<file path="config.mk">
export PLATFORM = sky130hd
export DESIGN_NAME = line_pixel_stepper
export DESIGN_NICKNAME = d
export VERILOG_FILES = /design/src/rtl/core/lps_pkg.sv /design/src/rtl/core/lps_regs.sv /design/src/rtl/core/lps_front.sv /design/src/rtl/core/lps_queue.sv /design/src/rtl/core/lps_back.sv /design/src/rtl/core/line_pixel_stepper.sv
export SDC_FILE = /design/constraint.sdc
export NUM_CORES = 1
export LEC_CHECK = 0
export ABC_AREA = 1
export BUFFER_PORTS_ARGS = -buffer_cell sky130_fd_sc_hd__buf_4
export CAP_MARGIN = 20
export CORE_MARGIN = 2
export CORE_UTILIZATION = 56
export CTS_CLUSTER_SIZE = 10
export DETAILED_ROUTE_END_ITERATION = 10
export PLACE_DENSITY = 0.81
export SLEW_MARGIN = 30
export SYNTH_ARGS = -nofsm -noshare
export SYNTH_HDL_FRONTEND = slang
export SYNTH_SLANG_ARGS = --single-unit
</file>
<file path="constraint.sdc">
create_clock -name clk_i -period 4.5 [get_ports clk_i]
set_input_delay 0.675 -clock clk_i [delete_from_list [all_inputs] [get_ports clk_i]]
set_output_delay 0.675 -clock clk_i [all_outputs]
set_load 0.01 [all_outputs]
</file>
<file path="src/rtl/core/lps_pkg.sv">
// Shared types and constants for the line pixel stepper.
// Holds the register map, command codes and the configuration bundle.
// No dependencies.
`default_nettype none

package lps_pkg;

  localparam int APB_ADDR_W  = 4;
  localparam int APB_DATA_W  = 32;
  localparam int QUEUE_DEPTH = 2;

  // register indexes (byte address is 4 * index)
  localparam logic [1:0] REG_DISP_WIDTH  = 2'd0;
  localparam logic [1:0] REG_DISP_HEIGHT = 2'd1;
  localparam logic [1:0] REG_FG_COLOR    = 2'd2;

  localparam logic [15:0] DISP_WIDTH_RST  = 16'd1024;
  localparam logic [15:0] DISP_HEIGHT_RST = 16'd768;
  localparam logic [23:0] FG_COLOR_RST    = 24'hFFFFFF;

  localparam logic CMD_LOAD = 1'b0;
  localparam logic CMD_STEP = 1'b1;

  typedef struct packed {
    logic [15:0] disp_width;
    logic [15:0] disp_height;
    logic [23:0] fg_color;
  } cfg_t;

endpackage

`default_nettype wire

</file>
<file path="src/rtl/core/lps_regs.sv">
// APB configuration registers: screen size and foreground color.
// Depends on lps_pkg.
`default_nettype none

module lps_regs (
  input  wire logic                          clk_i,
  input  wire logic                          rst_ni,
  input  wire logic                          psel,
  input  wire logic                          penable,
  input  wire logic                          pwrite,
  input  wire logic [lps_pkg::APB_ADDR_W-1:0] paddr,
  input  wire logic [lps_pkg::APB_DATA_W-1:0] pwdata,
  output logic      [lps_pkg::APB_DATA_W-1:0] prdata,
  output logic                               pready,
  output lps_pkg::cfg_t                      cfg_o
);
  import lps_pkg::*;

  cfg_t       cfg_q, cfg_d;
  logic [1:0] reg_idx;
  logic       wr_en;

  assign reg_idx = paddr[APB_ADDR_W-1:2];
  assign wr_en   = psel && penable && pwrite;
  assign pready  = 1'b1;

  always_comb begin
    cfg_d = cfg_q;
    if (wr_en) begin
      unique case (reg_idx)
        REG_DISP_WIDTH:  cfg_d.disp_width  = pwdata[15:0];
        REG_DISP_HEIGHT: cfg_d.disp_height = pwdata[15:0];
        REG_FG_COLOR:    cfg_d.fg_color    = pwdata[23:0];
        default: ;
      endcase
    end
  end

  always_comb begin
    unique case (reg_idx)
      REG_DISP_WIDTH:  prdata = {16'd0, cfg_q.disp_width};
      REG_DISP_HEIGHT: prdata = {16'd0, cfg_q.disp_height};
      REG_FG_COLOR:    prdata = {8'd0, cfg_q.fg_color};
      default:         prdata = '0;
    endcase
  end

  always_ff @(posedge clk_i or negedge rst_ni) begin
    if (!rst_ni) begin
      cfg_q.disp_width  <= DISP_WIDTH_RST;
      cfg_q.disp_height <= DISP_HEIGHT_RST;
      cfg_q.fg_color    <= FG_COLOR_RST;
    end else begin
      cfg_q <= cfg_d;
    end
  end

  assign cfg_o = cfg_q;

endmodule

`default_nettype wire

</file>
<file path="src/rtl/core/lps_front.sv">
// Front end: takes command items, and for a load works out the major axis,
// endpoint order, minor direction and deltas. Packs an entry for the queue.
// Depends on lps_pkg.
`default_nettype none

module lps_front #(
  parameter int COORD_BITS = 16
) (
  input  wire logic                         command_i,
  input  wire logic signed [COORD_BITS-1:0] x_start_i,
  input  wire logic signed [COORD_BITS-1:0] y_start_i,
  input  wire logic signed [COORD_BITS-1:0] x_end_i,
  input  wire logic signed [COORD_BITS-1:0] y_end_i,
  output logic             [5*COORD_BITS+3:0] entry_o
);
  import lps_pkg::*;

  typedef struct packed {
    logic                         cmd;
    logic                         x_major;
    logic                         minor_inc;
    logic                         active;
    logic signed [COORD_BITS-1:0] cur_x;
    logic signed [COORD_BITS-1:0] cur_y;
    logic signed [COORD_BITS-1:0] stop;
    logic        [COORD_BITS-1:0] d_major;
    logic        [COORD_BITS-1:0] d_minor;
  } entry_t;

  entry_t                     ent;
  logic signed [COORD_BITS:0] dx, dy, adx_w, ady_w;
  logic        [COORD_BITS-1:0] adx, ady;
  logic                       start_first;

  always_comb begin
    dx    = ((COORD_BITS+1)'(x_end_i) - (COORD_BITS+1)'(x_start_i));
    dy    = ((COORD_BITS+1)'(y_end_i) - (COORD_BITS+1)'(y_start_i));
    adx_w = dx[COORD_BITS] ? -dx : dx;
    ady_w = dy[COORD_BITS] ? -dy : dy;
    // |difference| never exceeds 2^COORD_BITS - 1
    adx   = adx_w[COORD_BITS-1:0];
    ady   = ady_w[COORD_BITS-1:0];

    ent           = '0;
    ent.cmd       = command_i;
    ent.x_major   = (adx >= ady);
    ent.minor_inc = (dx > 0 && dy > 0) || (dx < 0 && dy < 0);
    start_first   = ent.x_major ? (dx > 0) : (dy > 0);
    ent.cur_x     = start_first ? x_start_i : x_end_i;
    ent.cur_y     = start_first ? y_start_i : y_end_i;
    if (ent.x_major) begin
      ent.stop    = start_first ? x_end_i : x_start_i;
      ent.d_major = adx;
      ent.d_minor = ady;
      ent.active  = (dx != 0);
    end else begin
      ent.stop    = start_first ? y_end_i : y_start_i;
      ent.d_major = ady;
      ent.d_minor = adx;
      ent.active  = (dy != 0);
    end
  end

  assign entry_o = ent;

endmodule

`default_nettype wire

</file>
<file path="src/rtl/core/lps_queue.sv">
// Short queue between front and back end, valid/ready on both sides.
// Depends on lps_pkg for the depth.
`default_nettype none

module lps_queue #(
  parameter int WIDTH = 84
) (
  input  wire logic             clk_i,
  input  wire logic             rst_ni,
  input  wire logic             push_valid_i,
  output logic                  push_ready_o,
  input  wire logic [WIDTH-1:0] push_data_i,
  output logic                  pop_valid_o,
  input  wire logic             pop_ready_i,
  output logic      [WIDTH-1:0] pop_data_o
);
  import lps_pkg::*;

  localparam int PW = $clog2(QUEUE_DEPTH);

  logic [WIDTH-1:0] mem_q [QUEUE_DEPTH];
  logic [PW-1:0]    wr_ptr_q, wr_ptr_d, rd_ptr_q, rd_ptr_d;
  logic [PW:0]      count_q, count_d;
  logic             do_push, do_pop;

  assign push_ready_o = (count_q != (PW+1)'(QUEUE_DEPTH));
  assign pop_valid_o  = (count_q != '0);
  assign pop_data_o   = mem_q[rd_ptr_q];
  assign do_push      = push_valid_i && push_ready_o;
  assign do_pop       = pop_valid_o && pop_ready_i;

  always_comb begin
    wr_ptr_d = do_push ? wr_ptr_q + 1'b1 : wr_ptr_q;
    rd_ptr_d = do_pop  ? rd_ptr_q + 1'b1 : rd_ptr_q;
    count_d  = count_q + (PW+1)'(do_push) - (PW+1)'(do_pop);
  end

  always_ff @(posedge clk_i or negedge rst_ni) begin
    if (!rst_ni) begin
      wr_ptr_q <= '0;
      rd_ptr_q <= '0;
      count_q  <= '0;
    end else begin
      wr_ptr_q <= wr_ptr_d;
      rd_ptr_q <= rd_ptr_d;
      count_q  <= count_d;
    end
  end

  always_ff @(posedge clk_i) begin
    if (do_push) begin
      mem_q[wr_ptr_q] <= push_data_i;
    end
  end

endmodule

`default_nettype wire

</file>
<file path="src/rtl/core/lps_back.sv">
// Back end: holds the line state, executes loads and steps, drives the
// registered result item. Depends on lps_pkg.
`default_nettype none

module lps_back #(
  parameter int COORD_BITS = 16
) (
  input  wire logic                          clk_i,
  input  wire logic                          rst_ni,
  input  wire logic                          q_valid_i,
  input  wire logic [5*COORD_BITS+3:0]       q_data_i,
  output logic                               q_ready_o,
  input  wire lps_pkg::cfg_t                 cfg_i,
  output logic                               out_valid_o,
  input  wire logic                          out_ready_i,
  output logic signed [COORD_BITS-1:0]       pixel_x_o,
  output logic signed [COORD_BITS-1:0]       pixel_y_o,
  output logic        [23:0]                 pixel_color_o,
  output logic                               visible_o,
  output logic                               pixel_valid_o,
  output logic                               last_o
);
  import lps_pkg::*;

  localparam int EW = COORD_BITS + 4;   // error term
  localparam int CW = COORD_BITS + 16;  // clip compare

  typedef struct packed {
    logic                         cmd;
    logic                         x_major;
    logic                         minor_inc;
    logic                         active;
    logic signed [COORD_BITS-1:0] cur_x;
    logic signed [COORD_BITS-1:0] cur_y;
    logic signed [COORD_BITS-1:0] stop;
    logic        [COORD_BITS-1:0] d_major;
    logic        [COORD_BITS-1:0] d_minor;
  } entry_t;

  entry_t ent;

  logic signed [COORD_BITS-1:0] cur_x_q, cur_x_d, cur_y_q, cur_y_d, stop_q, stop_d;
  logic        [COORD_BITS-1:0] d_major_q, d_major_d, d_minor_q, d_minor_d;
  logic signed [EW-1:0]         err_q, err_d;
  logic                         x_major_q, x_major_d, minor_inc_q, minor_inc_d;
  logic                         active_q, active_d;

  logic                         out_valid_q, out_valid_d;
  logic signed [COORD_BITS-1:0] px_q, px_d, py_q, py_d;
  logic        [23:0]           color_q, color_d;
  logic                         vis_q, vis_d, pv_q, pv_d, last_q, last_d;

  logic                         out_free, pop, is_step;
  logic signed [COORD_BITS-1:0] major, minor, new_major, new_minor;
  logic signed [EW-1:0]         dmin_e, dmaj_e, ld_dmin_e, ld_dmaj_e;
  logic                         fin;

  assign ent      = entry_t'(q_data_i);
  assign is_step  = (ent.cmd == CMD_STEP);
  assign out_free = !out_valid_q || out_ready_i;
  // a load makes no result, so it never waits; only a step waits for a free output
  assign q_ready_o = !is_step || out_free;
  assign pop       = q_valid_i && q_ready_o;

  always_comb begin
    dmin_e    = EW'($unsigned(d_minor_q));
    dmaj_e    = EW'($unsigned(d_major_q));
    ld_dmin_e = EW'($unsigned(ent.d_minor));
    ld_dmaj_e = EW'($unsigned(ent.d_major));

    major     = x_major_q ? cur_x_q : cur_y_q;
    minor     = x_major_q ? cur_y_q : cur_x_q;
    new_major = major + COORD_BITS'(1);
    if (err_q[EW-1]) begin
      new_minor = minor;
    end else if (minor_inc_q) begin
      new_minor = minor + COORD_BITS'(1);
    end else begin
      new_minor = minor - COORD_BITS'(1);
    end
    fin = (new_major >= stop_q);

    cur_x_d     = cur_x_q;
    cur_y_d     = cur_y_q;
    stop_d      = stop_q;
    d_major_d   = d_major_q;
    d_minor_d   = d_minor_q;
    err_d       = err_q;
    x_major_d   = x_major_q;
    minor_inc_d = minor_inc_q;
    active_d    = active_q;

    out_valid_d = out_valid_q && !out_ready_i;
    px_d        = px_q;
    py_d        = py_q;
    color_d     = color_q;
    vis_d       = vis_q;
    pv_d        = pv_q;
    last_d      = last_q;

    if (pop && !is_step) begin
      cur_x_d     = ent.cur_x;
      cur_y_d     = ent.cur_y;
      stop_d      = ent.stop;
      d_major_d   = ent.d_major;
      d_minor_d   = ent.d_minor;
      x_major_d   = ent.x_major;
      minor_inc_d = ent.minor_inc;
      active_d    = ent.active;
      err_d       = (ld_dmin_e <<< 1) - ld_dmaj_e;
    end else if (pop) begin
      out_valid_d = 1'b1;
      if (!active_q) begin
        px_d    = '0;
        py_d    = '0;
        color_d = '0;
        vis_d   = 1'b0;
        pv_d    = 1'b0;
        last_d  = 1'b0;
      end else begin
        px_d    = cur_x_q;
        py_d    = cur_y_q;
        color_d = cfg_i.fg_color;
        vis_d   = !cur_x_q[COORD_BITS-1] && !cur_y_q[COORD_BITS-1] &&
                  (CW'($unsigned(cur_x_q)) < CW'(cfg_i.disp_width)) &&
                  (CW'($unsigned(cur_y_q)) < CW'(cfg_i.disp_height));
        pv_d    = 1'b1;
        last_d  = fin;
        cur_x_d = x_major_q ? new_major : new_minor;
        cur_y_d = x_major_q ? new_minor : new_major;
        err_d   = err_q[EW-1] ? err_q + (dmin_e <<< 1)
                              : err_q + ((dmin_e - dmaj_e) <<< 1);
        if (fin) begin
          active_d = 1'b0;
        end
      end
    end
  end

  always_ff @(posedge clk_i or negedge rst_ni) begin
    if (!rst_ni) begin
      cur_x_q     <= '0;
      cur_y_q     <= '0;
      stop_q      <= '0;
      d_major_q   <= '0;
      d_minor_q   <= '0;
      err_q       <= '0;
      x_major_q   <= 1'b0;
      minor_inc_q <= 1'b0;
      active_q    <= 1'b0;
      out_valid_q <= 1'b0;
    end else begin
      cur_x_q     <= cur_x_d;
      cur_y_q     <= cur_y_d;
      stop_q      <= stop_d;
      d_major_q   <= d_major_d;
      d_minor_q   <= d_minor_d;
      err_q       <= err_d;
      x_major_q   <= x_major_d;
      minor_inc_q <= minor_inc_d;
      active_q    <= active_d;
      out_valid_q <= out_valid_d;
    end
  end

  always_ff @(posedge clk_i) begin
    px_q    <= px_d;
    py_q    <= py_d;
    color_q <= color_d;
    vis_q   <= vis_d;
    pv_q    <= pv_d;
    last_q  <= last_d;
  end

  assign out_valid_o   = out_valid_q;
  assign pixel_x_o     = px_q;
  assign pixel_y_o     = py_q;
  assign pixel_color_o = color_q;
  assign visible_o     = vis_q;
  assign pixel_valid_o = pv_q;
  assign last_o        = last_q;

endmodule

`default_nettype wire

</file>
<file path="src/rtl/core/line_pixel_stepper.sv">
// Bresenham line rasterizer, one pixel per step item.
// Input channel (in_valid_i / in_ready_o): command_i = load (0) takes the
// endpoints; command_i = step (1) asks for the next pixel. A load gives no
// result item; every step gives exactly one, idle (pixel_valid_o = 0, all
// fields zero) when no line is active. The far endpoint is never emitted.
// Output channel (out_valid_o / out_ready_i): a registered result item.
// A step passes the queue and then the registered result item. Throughput: one
// item per cycle while the receiver takes results, set by the combinational add
// and compare of the back end on the line state.
// A two-entry queue parts the front end from the back end; while the
// receiver stalls, loads at the head of the queue still drain and up to two
// items queue before in_ready_o drops.
// Reset clears the line state (no line loaded) and sets the registers to width 1024,
// height 768, color 0xFFFFFF. Registers are written over APB at byte addresses 0, 4
// and 8; the user writes them only while the block is idle, which it does not enforce.
// Depends on lps_pkg, lps_regs, lps_front, lps_queue, lps_back.
`default_nettype none

module line_pixel_stepper #(
  parameter int COORD_BITS = 16
) (
  input  wire logic                           clk_i,
  input  wire logic                           rst_ni,
  input  wire logic                           psel,
  input  wire logic                           penable,
  input  wire logic                           pwrite,
  input  wire logic [lps_pkg::APB_ADDR_W-1:0] paddr,
  input  wire logic [lps_pkg::APB_DATA_W-1:0] pwdata,
  output logic      [lps_pkg::APB_DATA_W-1:0] prdata,
  output logic                                pready,
  input  wire logic                           in_valid_i,
  output logic                                in_ready_o,
  input  wire logic                           command_i,
  input  wire logic signed [COORD_BITS-1:0]   x_start_i,
  input  wire logic signed [COORD_BITS-1:0]   y_start_i,
  input  wire logic signed [COORD_BITS-1:0]   x_end_i,
  input  wire logic signed [COORD_BITS-1:0]   y_end_i,
  output logic                                out_valid_o,
  input  wire logic                           out_ready_i,
  output logic signed [COORD_BITS-1:0]        pixel_x_o,
  output logic signed [COORD_BITS-1:0]        pixel_y_o,
  output logic        [23:0]                  pixel_color_o,
  output logic                                visible_o,
  output logic                                pixel_valid_o,
  output logic                                last_o
);
  import lps_pkg::*;

  localparam int EntryW = 5 * COORD_BITS + 4;

  cfg_t              cfg;
  logic [EntryW-1:0] entry, q_data;
  logic              q_valid, q_ready;

  lps_regs u_regs (
    .clk_i   (clk_i),
    .rst_ni  (rst_ni),
    .psel    (psel),
    .penable (penable),
    .pwrite  (pwrite),
    .paddr   (paddr),
    .pwdata  (pwdata),
    .prdata  (prdata),
    .pready  (pready),
    .cfg_o   (cfg)
  );

  lps_front #(.COORD_BITS(COORD_BITS)) u_front (
    .command_i (command_i),
    .x_start_i (x_start_i),
    .y_start_i (y_start_i),
    .x_end_i   (x_end_i),
    .y_end_i   (y_end_i),
    .entry_o   (entry)
  );

  lps_queue #(.WIDTH(EntryW)) u_queue (
    .clk_i        (clk_i),
    .rst_ni       (rst_ni),
    .push_valid_i (in_valid_i),
    .push_ready_o (in_ready_o),
    .push_data_i  (entry),
    .pop_valid_o  (q_valid),
    .pop_ready_i  (q_ready),
    .pop_data_o   (q_data)
  );

  lps_back #(.COORD_BITS(COORD_BITS)) u_back (
    .clk_i         (clk_i),
    .rst_ni        (rst_ni),
    .q_valid_i     (q_valid),
    .q_data_i      (q_data),
    .q_ready_o     (q_ready),
    .cfg_i         (cfg),
    .out_valid_o   (out_valid_o),
    .out_ready_i   (out_ready_i),
    .pixel_x_o     (pixel_x_o),
    .pixel_y_o     (pixel_y_o),
    .pixel_color_o (pixel_color_o),
    .visible_o     (visible_o),
    .pixel_valid_o (pixel_valid_o),
    .last_o        (last_o)
  );

`ifndef ASSERT_OFF
  // a step taken by the back end always shows a result on the next cycle
  a_step_gives_result: assert property (@(posedge clk_i) disable iff (!rst_ni)
    q_valid && q_ready && (q_data[EntryW-1] == CMD_STEP) |=> out_valid_o)
    else $error("step item produced no result");

  // idle result carries all-zero fields
  a_idle_zero: assert property (@(posedge clk_i) disable iff (!rst_ni)
    out_valid_o && !pixel_valid_o |->
      pixel_x_o == '0 && pixel_y_o == '0 && pixel_color_o == '0 &&
      !visible_o && !last_o)
    else $error("idle result with nonzero fields");

  // visible and last only on an emitted pixel
  a_flags_need_pixel: assert property (@(posedge clk_i) disable iff (!rst_ni)
    out_valid_o && (visible_o || last_o) |-> pixel_valid_o)
    else $error("visible or last set without a pixel");
`endif

endmodule

`default_nettype wire
</file>
---- Word level (Yosys, flattened, before mapping) ----
Memory sizes are Yosys's and may differ from the RTL's.
Index checks and enable logic that the tools add are counted.
storage, ports and cells
  flip-flop bits (word level) ............. 223
  RAM bits ................................ 168
  bits of input ports ..................... 108
  output and inout bits ................... 94
  word-level logic and storage cells ...... 115
  memories kept ........................... 1
memories
  name           words  bits a word  rd ports  clocked after memory_dff  write ports  line             source
  u_queue.mem_q  2      84           1         0                         1            lps_queue.sv:21  logic [WIDTH-1:0] mem_q [QUEUE_DEPTH];
operators by class
  add/subtract/negate cells ............... 15
  $lt $le $gt $ge ......................... 8
  equal/unequal tests ..................... 3
  multiplexer cells ....................... 35
  bitwise gates (word level) .............. 1
  reductions and logical operators ........ 30
operators with widths
  cell                   count
  $mux 16                18
  $mux 20                4
  $pmux 24 s3            1
  $reduce_bool 32->1     2
  $sub 16x16->17         3
  $mux 48                1
  $gt 17x1->1 const B    2
  $lt 17x1->1 const B    2
  $add 16x2->16 const B  2
  $ge 16x16->1           2
  $lt 16x16->1           2
  $neg 16->16            2
  $add 20x18->20         1
  $add 20x20->20         1
  $sub 17x16->18         1
  $sub 16x2->16 const B  1
  $logic_and 1x1->1      11
  $mux 1                 11
  $reduce_and 2->1       5
  $reduce_bool 2->1      3
  $logic_not 1->1        5
  $logic_or 1x1->1       3
  $add 1x1->1 const B    2
  $add 2x1->2            1
  6 further kinds        6

---- Depth between registers and ports, before layout ----
Gate-level depths: netlist of the first run.
  word-level depth ........................ 8
  depth in mapped cells ................... 33
  gate-level depth less buffers ........... 32

---- Modules after synthesis ----
Synthesis of the first run repeated with hierarchy kept, for this count alone.
unflattened totals
  cell total of the unflattened synthesis .. 3,744
  area total of the unflattened synthesis .. 26,829.5 um^2
modules (own cells, without submodules)
  module     times used  cells an instance  area an instance (um^2)  sequential area each (um^2)
  lps_back   1           1,883              12,888.6                 4,349.2
  lps_queue  1           470                6,308.6                  5,144.9
  lps_front  1           1,047              4,954.8                  0.0
  lps_regs   1           344                2,677.6                  1,435.1

---- Least setup slack after synthesis of the first run ----
Ideal clock, no wire load.
  kind .................................... input port to flip-flop
  start ................................... input port in_valid_i
  end ..................................... memory u_queue.mem_q[1][0] (enable)
  setup time .............................. 528 ps
  arrival time ............................ 4,287 ps
  data required time ...................... 3,972 ps
  slack ................................... -315 ps
  stages .................................. 2
  path buffers ............................ 0
  cell sequence ........................... nand2_1 nor2_1
between the ends
  longest elaborated chain between the ends .. 3
ends and longest elaborated chain
  element                       line                      source
  start, declared               line_pixel_stepper.sv:31  input wire logic in_valid_i,
  $logic_and 1x1->1             lps_queue.sv:29           assign do_push = push_valid_i && push_ready_o;
  $mux 1                        lps_queue.sv:51           if (do_push) begin
  $mux 1 (implied by the code)  lps_queue.sv:52           mem_q[wr_ptr_q] <= push_data_i;
  end, declared                 lps_queue.sv:21
Every way passes these cells.

---- Worst setup path in the final report of the first run ----
  start ................................... input port x_start_i[0]
  end ..................................... memory u_queue.mem_q[0][50], data pin
between the ends
  longest elaborated chain between the ends .. 6
  elaborated cells between the ends (all ways) .. 7
  those cells by class .................... add/sub (2); order compare (2); mux (3)
ends and longest elaborated chain
  element           line                      source
  start, declared   line_pixel_stepper.sv:34  input wire logic signed [COORD_BITS-1:0] x_start_i,
  $sub 16x16->17 *  lps_front.sv:36           dx = ((COORD_BITS+1)'(x_end_i) - (COORD_BITS+1)'(x_start_i));
  $neg 16->16       lps_front.sv:38           adx_w = dx[COORD_BITS] ? -dx : dx;
  $mux 16           lps_front.sv:38
  $ge 16x16->1      lps_front.sv:46           ent.x_major = (adx >= ady);
  $mux 1 *          lps_front.sv:48           start_first = ent.x_major ? (dx > 0) : (dy > 0);
  $mux 16 *         lps_front.sv:50           ent.cur_y = start_first ? y_start_i : y_end_i;
  via entry[50]     line_pixel_stepper.sv:52  logic [EntryW-1:0] entry, q_data;
Mark *: on every way through the listed nets, which the timed path passes. The rest lies on a longest branch.

==> flow_summary.json, run 1 <==
{
  "status": "finished clean",
  "required_ns": 4.82,
  "netlist.area_leader.share_pct": 26.7,
  "ys_ff_latch": 390,
  "clock.fmax_ghz": 0.229,
  "fillers": 3651,
  "crit_slowest_cell": "fa_2",
  "grt_pass1_vias": 21900,
  "syn_to_final_growth_pct": 19.6,
  "fin_crit_sh_pct": 97.0,
  "reg2reg_depth": 17,
  "drc_errors": 0,
  "hold_violations": 0,
  "final_util_pct": 67.5,
  "wl_per_cell_um": 16.6,
  "synthCells": 3324,
  "portBuffers": 182,
  "final_layout_size_suffix_gt1_share_pct": 15.8,
  "peakVddDrop_uv": 459,
  "multi_input_area_um2": 12300,
  "cp_top_family": "simple AND/OR/NAND/NOR gates",
  "p_per_area_nw_per_um2": 821,
  "place_area_um2": 28900,
  "setup_viol": 0,
  "num_vias": 23300,
  "cap_violations": 0,
  "die_w_um": 217,
  "clk_latency_ns": 0.57,
  "start_util_pct": 56.5,
  "yosysWarnings": 0,
  "fp.dieH_um": 217,
  "hpwl_um": 53900,
  "post_drt_via_cell_ratio": 5.40,
  "root_buffer": "clkbuf_16",
  "cts_max_level": 2,
  "pre_cts_slack_ns": -0.373,
  "rrSetupSlack_ns": 0.41,
  "nets": 3948,
  "ant_nets": 0,
  "dieArea_um2": 47300,
  "antenna-diode-count": 0,
  "end_kind": "flip-flop",
  "min_period_ns": 4.36,
  "max_stage_delay_ns": 0.63,
  "async_flop_share_pct": 41.8,
  "clockBufferDepth": 3,
  "clock_skew_ns": 0.0279,
  "gr-usage-all-layers_pct": 30.2,
  "netlist-cell-type-count": 59,
  "rows": 78,
  "cp.arrival_ns": 4.69,
  "cts_made_buffers": 45,
  "ios": 202,
  "path_clk_slew_ns": 0.06,
  "yosys-top-cells-area": "edfxtp_1 (27%), nand2_1 (15%), dfrtp_1 (13%)",
  "power_leakage_uw": 0.0154,
  "synth_area_um2": 25500,
  "fin_area_um2": 30500,
  "cp.depth": 25,
  "layout_setup_ws_ns": 0.136,
  "start_kind": "input port",
  "syn_area_per_cell_um2": 7.67,
  "worstMarginPinSlew_ns": 0.894,
  "crit_top_cell": "nand2_1",
  "first_pass_iters": 6,
  "synth_ff_type": "edfxtp_1",
  "drt_iter0_drc": 2242,
  "grt_pass1_wl_um": 113000,
  "drv_slew": 0,
  "core_area_um2": 45200,
  "crit_type": "input port to flip-flop",
  "rsz0062_at_grt": "true",
  "ys_seq_area_share_pct": 42.8,
  "antenna_found_initial": 0,
  "slew_headroom_pct": 39.6,
  "synth_largest_area_cell": "edfxtp_1",
  "regArea_um2": 10900,
  "cts.sinks": 390,
  "synth_edf_count": 227,
  "critPathMaxFanout": 17,
  "cts_tree": "yes",
  "hold_class": "input port to async pin",
  "cts_hold_buf": 0,
  "grt_start_max_net_pins": 86,
  "overflow": 0,
  "critical_path_buf_inv_count": 5,
  "gp_congestion": 0.979,
  "routed_wl_um": 71600
}
[Yosys cell counts (16+ instances only)]
cell      number
nand2_1     1000
nor3_1        27
or2_2         25
a31oi_1       29
xnor2_1       17
o21ai_0      220
o31ai_1       20
o21ai_1       28
nand4_1       21
ha_1         162
xor2_1        31
dfrtp_1      136
inv_1        498
a21oi_1      165
dfstp_2       27
nor2_1       236
clkbuf_1      71
o211ai_1      36
buf_2         16
nand3_1      157
edfxtp_1     227
[report_power, final]
part	total (µW)	internal (µW)	switching, µW	leakage (µW)
clock	3340	1950	1390	0.000639
sequential	6610	5810	794	0.00406
combinational	15100	5400	9710	0.0107
total	25100	13200	11900	0.0154
[timing repair]
action	4_1_cts	5_1_grt
endpoints found under the setup margin	0	139
resized for setup	0	43
buffers inserted	0	4
[logic make-up after synthesis]
kind of cell	synth area share [%]
AND/OR/NAND/NOR	24.0
multiplexers	0.549
buffers and inverters	9.64
AO/OA/AOI/OAI	12.9
flip-flops	42.8
adder cells (fa/ha/maj)	8.42
other	0.0294
XOR/XNOR	1.65
[flip-flops by register name, indices dropped and copies added (netlist names), 2 cells and up]
signal	flops
u_regs.cfg_o	56
u_back.pixel_y_o	16
u_back.cur_y_q	16
u_back.pixel_x_o	16
u_back.stop_q	16
u_back.cur_x_q	16
u_queue.count_q	2
u_back.d_minor_q	16
u_queue.mem_q	168
u_back.d_major_q	16
u_back.err_q	19
u_back.pixel_color_o	24
[cell type report]
type                    instances  area share (%)
well taps                     600            2.46
clock inverters                 3           0.143
clock buffers                  80            4.26
flip-flops and latches        390            35.8
inverters                     507            6.25
multi-input cells            2317            40.4
repair buffers                411            10.7
[per-stage QoR]
stage,cells,hold slack (ns),total power [µW],setup TNS (ns)
after floorplan,3331,0.379,16700,0
after global placement,4219,0.466,20700,-26.71
after detailed placement,4219,0.469,21200,-42.69
after CTS,4302,0.103,24600,0
after global routing,4308,0.127,27100,-1.59
final,4308,0.0806,25100,0
[cells in the final DEF (no fill, tap or decap), types with 8 or more instances in the layout]
master,Yosys,routed
dfrtp_1,136,133
o21ai_2,8,8
xor2_1,31,27
conb_1,2,9
a21oi_1,165,164
nand2_1,1000,991
o21ai_1,28,33
o22ai_1,8,8
nor2_1,236,224
a31oi_1,29,29
o21bai_1,13,13
clkbuf_1,71,32
nand3_1,157,154
o211ai_1,36,36
or2_2,25,25
nor2_2,3,10
nand4_1,21,21
ha_1,162,159
o21ai_0,220,215
mux2i_1,14,14
buf_4,12,397
nand2_2,8,16
a21o_1,8,8
dfstp_2,27,27
inv_1,498,498
edfxtp_1,227,227
o31ai_1,20,20
xnor2_1,17,16
o311ai_0,8,8
clkbuf_16,0,48
buf_12,0,10
nor3_1,27,27
nand3b_1,10,10
[path summary, 6_finish.rpt]
check                                  startpoint                    to
worst max-delay path                 x_start_i[0]  u_queue.mem_q[0][50]
worst min-delay path                       rst_ni      u_back.err_q[14]
worst max register to register   u_back.x_major_q       u_back.active_q
worst min register to register  u_back.stop_q[14]     u_back.stop_q[14]
max in group asynchronous                  rst_ni      u_regs.cfg_o[30]
min in group clk_i                      command_i  u_queue.mem_q[1][83]
[per-layer routing]
metal / track usage [%] / share of wire, %
met3: 3.50 / 7.0
met4: 11.9 / 4.1
met1: 41.4 / 43
met2: 49.2 / 46
met5: 0 / 0
[worst reg2reg max path: cells and delay by family (launching register included)]
kind | cells | cell delay, ns
xor+xnor | 1 | 0.38
compound gates | 4 | 1.27
fa+ha+maj | 1 | 0.31
flops | 1 | 0.36
simple gates | 9 | 1.37
buf+inv | 2 | 0.25
Power figures use the tool's default switching activity.
==> run 2: changes to the inputs <==
- REMOVE_ABC_BUFFERS: unset -> 1
==> run 2 against run 1 <==
  * Flip-flop and latch count unchanged
  * Combinational power about the same
  * Register-to-register slack improved by 0.06 ns
  * Fmax increased by 2.2%
  * Critical endpoint is now u_queue.mem_q[0][79]
  * Via count increased by 0.36%
  * Global-route usage decreased by 0.56 points
==> flow_summary.json, run 2 (synthesized netlist as in run 1, its figures left out) <==
{
  "grt_start_max_net_pins": 91,
  "multi_input_area_um2": 12300,
  "final_common_cell": "nand2_1",
  "clockBufferDepth": 3,
  "final_layout_size_suffix_gt1_share_pct": 14.9,
  "wl_per_cell_um": 16.4,
  "first_pass_iters": 5,
  "nets": 3926,
  "portBuffers": 182,
  "largest_reg_flops": 168,
  "cp.arrival_ns": 4.61,
  "end_kind": "flip-flop",
  "p_seq_share_pct": 26.3,
  "fillers": 3642,
  "regArea_um2": 10900,
  "required_ns": 4.85,
  "syn_to_final_growth_pct": 18.6,
  "cts.sinks": 390,
  "slew_headroom_pct": 43.6,
  "cts_tree": "yes",
  "drc_errors": 0,
  "regMostFlops": "u_queue.mem_q",
  "crit_type": "input port to flip-flop",
  "setup_viol": 0,
  "reg2reg_depth": 19,
  "cts_max_level": 2,
  "fp.dieH_um": 217,
  "status": "finished clean",
  "pre_cts_slack_ns": -0.373,
  "final_util_pct": 66.9,
  "drv_slew": 0,
  "worstMarginPinSlew_ns": 0.846,
  "layout_setup_ws_ns": 0.232,
  "cts_made_buffers": 46,
  "num_vias": 23300,
  "post_drt_via_cell_ratio": 5.44,
  "switching_power_uw": 11800,
  "p_per_area_nw_per_um2": 826,
  "antenna_found_initial": 1,
  "hold_violations": 0,
  "root_buffer": "clkbuf_16",
  "ios": 202,
  "grt_pass1_vias": 21700,
  "rows": 78,
  "fin_crit_sh_pct": 94.8,
  "max_stage_delay_ns": 0.37,
  "peakVddDrop_uv": 387,
  "grt_pass1_wl_um": 112000,
  "cap_violations": 0,
  "path_clk_slew_ns": 0.06,
  "critPathMaxFanout": 18,
  "overflow": 0,
  "place_area_um2": 28700,
  "dieArea_um2": 47300,
  "layout_common_cells": "nand2_1 (999), inv_1 (498), buf_4 (377)",
  "clockPowerShare_pct": 13.9,
  "core_area_um2": 45200,
  "crit_top_cell": "nand2_1",
  "place_inst": 4200,
  "clock.fmax_ghz": 0.234,
  "clk_latency_ns": 0.59,
  "finalSetupTns_ns": 0,
  "routed_wl_um": 70400,
  "clock_skew_ns": 0.0264,
  "p_sw_share_pct": 47.2,
  "layout.cells.non_filler": 4288,
  "hpwl_um": 51400,
  "drt_iter0_drc": 2210,
  "crit_slowest_cell": "fa_2",
  "power.internal_uw": 13200,
  "min_period_ns": 4.27,
  "fin_area_um2": 30200,
  "cts_hold_buf": 0,
  "p_comb_share_pct": 59.8,
  "gr-usage-all-layers_pct": 29.7,
  "start_util_pct": 56.5,
  "gp_congestion": 0.993,
  "die_w_um": 217,
  "power_leakage_uw": 0.0153,
  "start_kind": "input port",
  "ant_nets": 0,
  "hold_class": "input port to async pin"
}
-- run 2: layer usage --
layer,global-route usage [%],up-vias,share of wire (%),wire [µm]
met5,0,-,0,0
met4,10.8,0,3.6,2550
met3,4.03,154,7.5,5250
met2,49.8,991,47,33000
met1,39.3,10700,42,29600
li1,-,11500,-,-
-- run 2: cell type report --
type	count	share of cell area, %
antenna	1	0.00827
clock buffer	80	4.33
clock inverter	5	0.261
inverter	507	6.30
multi-input combinational	2317	40.5
sequential	390	36.1
tap	600	2.48
timing repair buffer	388	9.97
-- run 2: worst max-delay path: cells and delay by family --
kind	cells	cell delay, ns
buf+inv	5	0.58
compound gates	4	0.65
simple gates	15	1.52
fa+ha+maj	3	0.91
xor+xnor	1	0.28
-- run 2: path summary, 6_finish.rpt --
| path | startpoint | to | slack, ns |
|---|---|---|---|
| max in group asynchronous | rst_ni | u_regs.cfg_o[13] | 3.43 |
| max | x_start_i[0] | u_queue.mem_q[0][79] | 0.23 |
| min | rst_ni | u_back.out_valid_o | 0.13 |
| min in group clk_i | command_i | u_queue.mem_q[1][83] | 0.28 |
| max reg2reg | u_back.x_major_q | u_back.last_o | 0.47 |
| min reg2reg | u_back.d_major_q[12] | u_back.d_major_q[12] | 0.49 |
-- run 2: per-stage QoR --
stage                     hold WS (ns)  power [µW]
after floorplan                  0.379       16500
after global placement           0.466       20500
after detailed placement         0.473       21000
after CTS                        0.201       24700
after global routing             0.209       27100
final                            0.134       25000
-- run 2: power groups by stage --
stage,sequential [µW],clock [µW],combinational [µW]
2_1_floorplan,6770,0,9710
3_3_place_gp,6530,0,14000
3_5_place_dp,6590,0,14400
4_1_cts,6550,3490,14600
5_1_grt,6700,3640,16700
6_report,6580,3470,14900
-- run 2: timing repair --
action	in CTS	in global routing
resized for setup	0	24
endpoints found under the setup margin	0	161
buffers inserted	0	1
